File: src/rtl/core/kwm_pkg.sv
// Shared types and constants for the k-way sorted merge core.
// Used by the controller, the datapath, the top level and the port checker.
// No dependencies.
`default_nettype none

package kwm_pkg;

   localparam int NUM_LISTS_DEFAULT  = 8;
   localparam int LIST_DEPTH_DEFAULT = 256;

   localparam int KIND_W   = 2;
   localparam int ID_W     = 3;
   localparam int VALUE_W  = 32;
   localparam int STATUS_W = 3;

   // item kinds
   localparam logic [KIND_W-1:0] KIND_APPEND = 2'd0;
   localparam logic [KIND_W-1:0] KIND_POP    = 2'd1;
   localparam logic [KIND_W-1:0] KIND_CLEAR  = 2'd2;

   // result status codes
   localparam logic [STATUS_W-1:0] STATUS_APPENDED = 3'd0;
   localparam logic [STATUS_W-1:0] STATUS_POPPED   = 3'd1;
   localparam logic [STATUS_W-1:0] STATUS_DROPPED  = 3'd2;
   localparam logic [STATUS_W-1:0] STATUS_EMPTY    = 3'd3;
   localparam logic [STATUS_W-1:0] STATUS_CLEARED  = 3'd4;

   // controller to datapath
   typedef struct packed {
      logic latch_req;   // capture the request fields
      logic exec;        // run append / clear / drop, arm the minimum search
      logic scan_issue;  // read the head of the list under the scan index
      logic pop_commit;  // retire the chosen head, form the pop result
      logic load_out;    // move the pending result into the output register
   } cmd_type;

   // datapath to controller
   typedef struct packed {
      logic [KIND_W-1:0] kind;
      logic              scan_last;
   } stat_type;

endpackage

`default_nettype wire

File: src/rtl/core/kwm_ctrl.sv
// Controller state machine for the k-way sorted merge core.
// Depends on kwm_pkg (command and status structs, item kinds).
`default_nettype none

module kwm_ctrl (
   input  wire logic              clock,
   input  wire logic              reset,
   input  wire logic              req_valid,
   output logic                   req_ready,
   output logic                   rsp_valid,
   input  wire logic              rsp_ready,
   input  wire kwm_pkg::stat_type stat,
   output kwm_pkg::cmd_type       cmd
);

   typedef enum logic [2:0] {
      ST_IDLE,
      ST_EXEC,
      ST_SCAN,
      ST_DRAIN,
      ST_COMMIT,
      ST_FIN
   } state_type;

   state_type state_ff;
   logic      req_ready_ff;
   logic      rsp_valid_ff;
   logic      out_free;

   assign out_free  = !rsp_valid_ff || rsp_ready;
   assign req_ready = req_ready_ff;
   assign rsp_valid = rsp_valid_ff;

   always_comb begin
      cmd.latch_req  = (state_ff == ST_IDLE) && req_valid;
      cmd.exec       = (state_ff == ST_EXEC);
      cmd.scan_issue = (state_ff == ST_SCAN);
      cmd.pop_commit = (state_ff == ST_COMMIT);
      cmd.load_out   = (state_ff == ST_FIN) && out_free;
   end

   always_ff @(posedge clock) begin
      if (reset) begin
         state_ff     <= ST_IDLE;
         req_ready_ff <= 1'b1;
         rsp_valid_ff <= 1'b0;
      end else begin
         // drop valid after the transfer unless the next result lands on the same edge
         if (rsp_valid_ff && rsp_ready && !cmd.load_out) begin
            rsp_valid_ff <= 1'b0;
         end
         case (state_ff)
            ST_IDLE: begin
               if (req_valid) begin
                  state_ff     <= ST_EXEC;
                  req_ready_ff <= 1'b0;
               end
            end
            ST_EXEC: begin
               if (stat.kind == kwm_pkg::KIND_POP) begin
                  state_ff <= ST_SCAN;
               end else begin
                  state_ff <= ST_FIN;
               end
            end
            ST_SCAN: begin
               if (stat.scan_last) begin
                  state_ff <= ST_DRAIN;
               end
            end
            ST_DRAIN: begin
               state_ff <= ST_COMMIT;
            end
            ST_COMMIT: begin
               state_ff <= ST_FIN;
            end
            ST_FIN: begin
               if (out_free) begin
                  rsp_valid_ff <= 1'b1;
                  req_ready_ff <= 1'b1;
                  state_ff     <= ST_IDLE;
               end
            end
            default: begin
               state_ff     <= ST_IDLE;
               req_ready_ff <= 1'b1;
            end
         endcase
      end
   end

endmodule

`default_nettype wire

File: config.mk
export PLATFORM = sky130hd
export DESIGN_NAME = kwm_ctrl
export DESIGN_NICKNAME = d
export VERILOG_FILES = /design/src/rtl/core/kwm_pkg.sv /design/src/rtl/core/kwm_ctrl.sv
export SDC_FILE = /design/constraint.sdc
export NUM_CORES = 1
export LEC_CHECK = 0
export ABC_AREA = 1
export BUFFER_PORTS_ARGS = -buffer_cell sky130_fd_sc_hd__buf_2
export CAP_MARGIN = 10
export CORE_AREA = 2 2 39 41
export DETAILED_ROUTE_END_ITERATION = 16
export DIE_AREA = 0 0 41 43
export PLACE_DENSITY_LB_ADDON = 0.05
export SYNTH_ARGS = -nofsm -noshare
export SYNTH_HDL_FRONTEND = slang
export SYNTH_SLANG_ARGS = --single-unit
File: constraint.sdc
create_clock -name clock -period 2.5 [get_ports clock]
set_input_delay 0.375 -clock clock [delete_from_list [all_inputs] [get_ports clock]]
set_output_delay 0.375 -clock clock [all_outputs]
set_load 0.1 [all_outputs]
==> impl_metrics.tcl <==
set metrics [dict create \
    outcome "completed" \
    row_count 14 \
    hold_path.class "input port to flop" \
    power.leakage_nw 0.246 \
    drt-initial-drc-count 4 \
    path_cells "inv_2, nor2_2, nand2_1, nor2_1, buf_2" \
    die_area_um2 1760 \
    syn_nets 57 \
    setup.worst_path.start "state_ff[0]$_SDFFE_PP0P_" \
    path_delay_family "flip-flops" \
    grt_pass1_wl_mm 1.18 \
    fin_util_pct 31.0 \
    drive_above_1_share_pct 39.4 \
    clock_tree.root_cell "clkbuf_4" \
    required_ns 2.12 \
    criticalPathCategory "flop to output pin" \
    finalSetupTns_ns 0 \
    first_pass_iters 3 \
    first_global_vias 310 \
    ir_drop_mv 0.219 \
    drc 0 \
    die_h_um 43 \
    cts.sinks 5 \
    cts-resized-gates 0 \
    synth_cells 50 \
    placed_cells 78 \
    finalClockSkew_ns 0.00130 \
    instances_no_fill 82 \
    syn_area_per_cell_um2 6.21 \
    multi_input_area_um2 173 \
    hold_buffers 0 \
    cts_tree "yes" \
    critical_path_buf_inv_count 2 \
    clockBufferDepth 2 \
    via_per_inst 3.96 \
    port_buffers 13 \
    design_area_um2 429 \
    ys_seq_elements 5 \
    h-tree-depth 1 \
    diodes 0 \
    place.detailed.hpwl_um 574 \
    arrival_ns 1.56 \
    start_kind "flop" \
    fillerInstances 172 \
    ys_seq_area_share_pct 32.3 \
    endpoint_kind "output pin" \
    finalWorstPathRequiredPeriod_ns 1.94 \
    ff_latch_area_um2 100 \
    post-cts-setup-buffer-count 0 \
    dpl_cell_area_um2 403 \
    drt-total-wl_um 707 \
    crit_fanout 8 \
    wire_per_inst_um 8.62 \
    clock_latency_ns 0.24 \
    fp.dieW_um 41 \
    synth_area_um2 310 \
    power_density_nw_per_um2 773 \
    grt_max_degree 9 \
    hold_viol_final 0 \
    cts_inserted_buffers 3 \
    place.gp.congestion 0.612 \
    crit_slowest_cell "dfxtp_1" \
    fmax_ghz 0.516 \
    ioPinCount 14 \
    fin_nets 74 \
    postRouteAntennaNets 0 \
    start_util_pct 22.4 \
    p_total_uw 332 \
    ys_types 13 \
    vias 325 \
    setup_viol 0 \
    overflow 0 \
    core_area_um2 1380 \
    syn_to_final_growth_pct 38.3 \
    crit_path_max_incr_delay_ns 0.54 \
    drv_cap 0 \
    slew_violations 0 \
    r2r_start "state_ff[0]$_SDFFE_PP0P_" \
    path_clk_slew_ns 0.04 \
    worstMarginPinSlew_ns 0.486 \
    hp-start "reset" \
    grt_antenna_before_repair 0 \
    rsz0062_at_grt "no" \
    grt_usage_pct 10.7 \
    yosys_warnings 0 \
    fin_crit_sh_pct 77.5 \
    max_slew_margin_pct 67.8 \
]
## synth_stat cells
master,count,area share [%]
buf_4,1,2.4
nand3_2,1,3.2
a21oi_1,4,6.5
nand3_1,3,4.8
nor2_2,2,4.0
nor3_2,2,6.5
nor4_1,1,2.0
o21ai_1,2,3.2
nor2_1,10,12
dfxtp_1,5,32
inv_1,8,9.7
nand2_1,7,8.5
inv_2,4,4.8
## worst paths after layout
| kind | to | slack, ns | cells past startpoint |
|---|---|---|---|
| min reg2reg | req_ready$_SDFFE_PP1P_ | 0.46 | 2 |
| max reg2reg | req_ready$_SDFFE_PP1P_ | 1.27 | 7 |
| min | state_ff[2]$_SDFFE_PP0P_ | 0.37 | 2 |
| max | cmd[0] | 0.56 | 5 |
## layout make-up
| cell class | instances | area share (%) |
|---|---|---|
| inverters | 12 | 10.5 |
| flip-flops and latches | 5 | 23.3 |
| well taps | 16 | 4.66 |
| clock buffers | 4 | 6.12 |
| multi-input cells | 32 | 40.2 |
| repair buffers | 13 | 15.2 |
## placed cells by master, fill, tap and decap left out, drive strengths merged
cell	n
nor4	1
a21oi	4
nand2	7
nor3	2
nor2	12
buf	13
o21ai	2
inv	12
clkbuf	4
dfxtp	5
nand3	4
## sequential cells by signal, indices dropped and copies added, names as in the netlist
| name | count |
|---|---|
| state_ff | 3 |
| req_ready | 1 |
| rsp_valid | 1 |
## report_power, final
| group | switching, mW | internal (mW) |
|---|---|---|
| Clock | 0.0324 | 0.0603 |
| Sequential | 0.0155 | 0.0879 |
| Combinational | 0.108 | 0.0277 |
| Total | 0.156 | 0.176 |
## worst reg2reg max path, stage by stage (launching register included)
cell and delay (ns):
dfxtp_1 0.54, inv_2 0.08, nor2_2 0.12, nand3_2 0.10, inv_1 0.09, nor2_1 0.05
nor2_1 0.08, o21ai_1 0.06
## metal layers
metal	vias to the layer above	GRT usage [%]	routed length, um
li1	184	-	-
met1	130	12.3	311
met2	9	14.4	326
met3	2	3.66	60
met4	0	10.0	8
met5	-	0	0
## stage by stage
step	hold slack, ns	setup WS (ns)
2_1_floorplan	0.444	0.0135
3_3_place_gp	0.456	0.816
3_5_place_dp	0.447	0.804
4_1_cts	0.356	0.543
5_1_grt	0.356	0.400
6_report	0.366	0.562
## cells by family (layout without fill, tap and decap cells)
kind of cell	count (synthesis)	after routing	synth area share, %
buf+inv	13	29	16.9
flops	5	5	32.3
simple gates	26	26	41.1
compound gates	6	6	9.68
(Power assumes the default switching activity.)
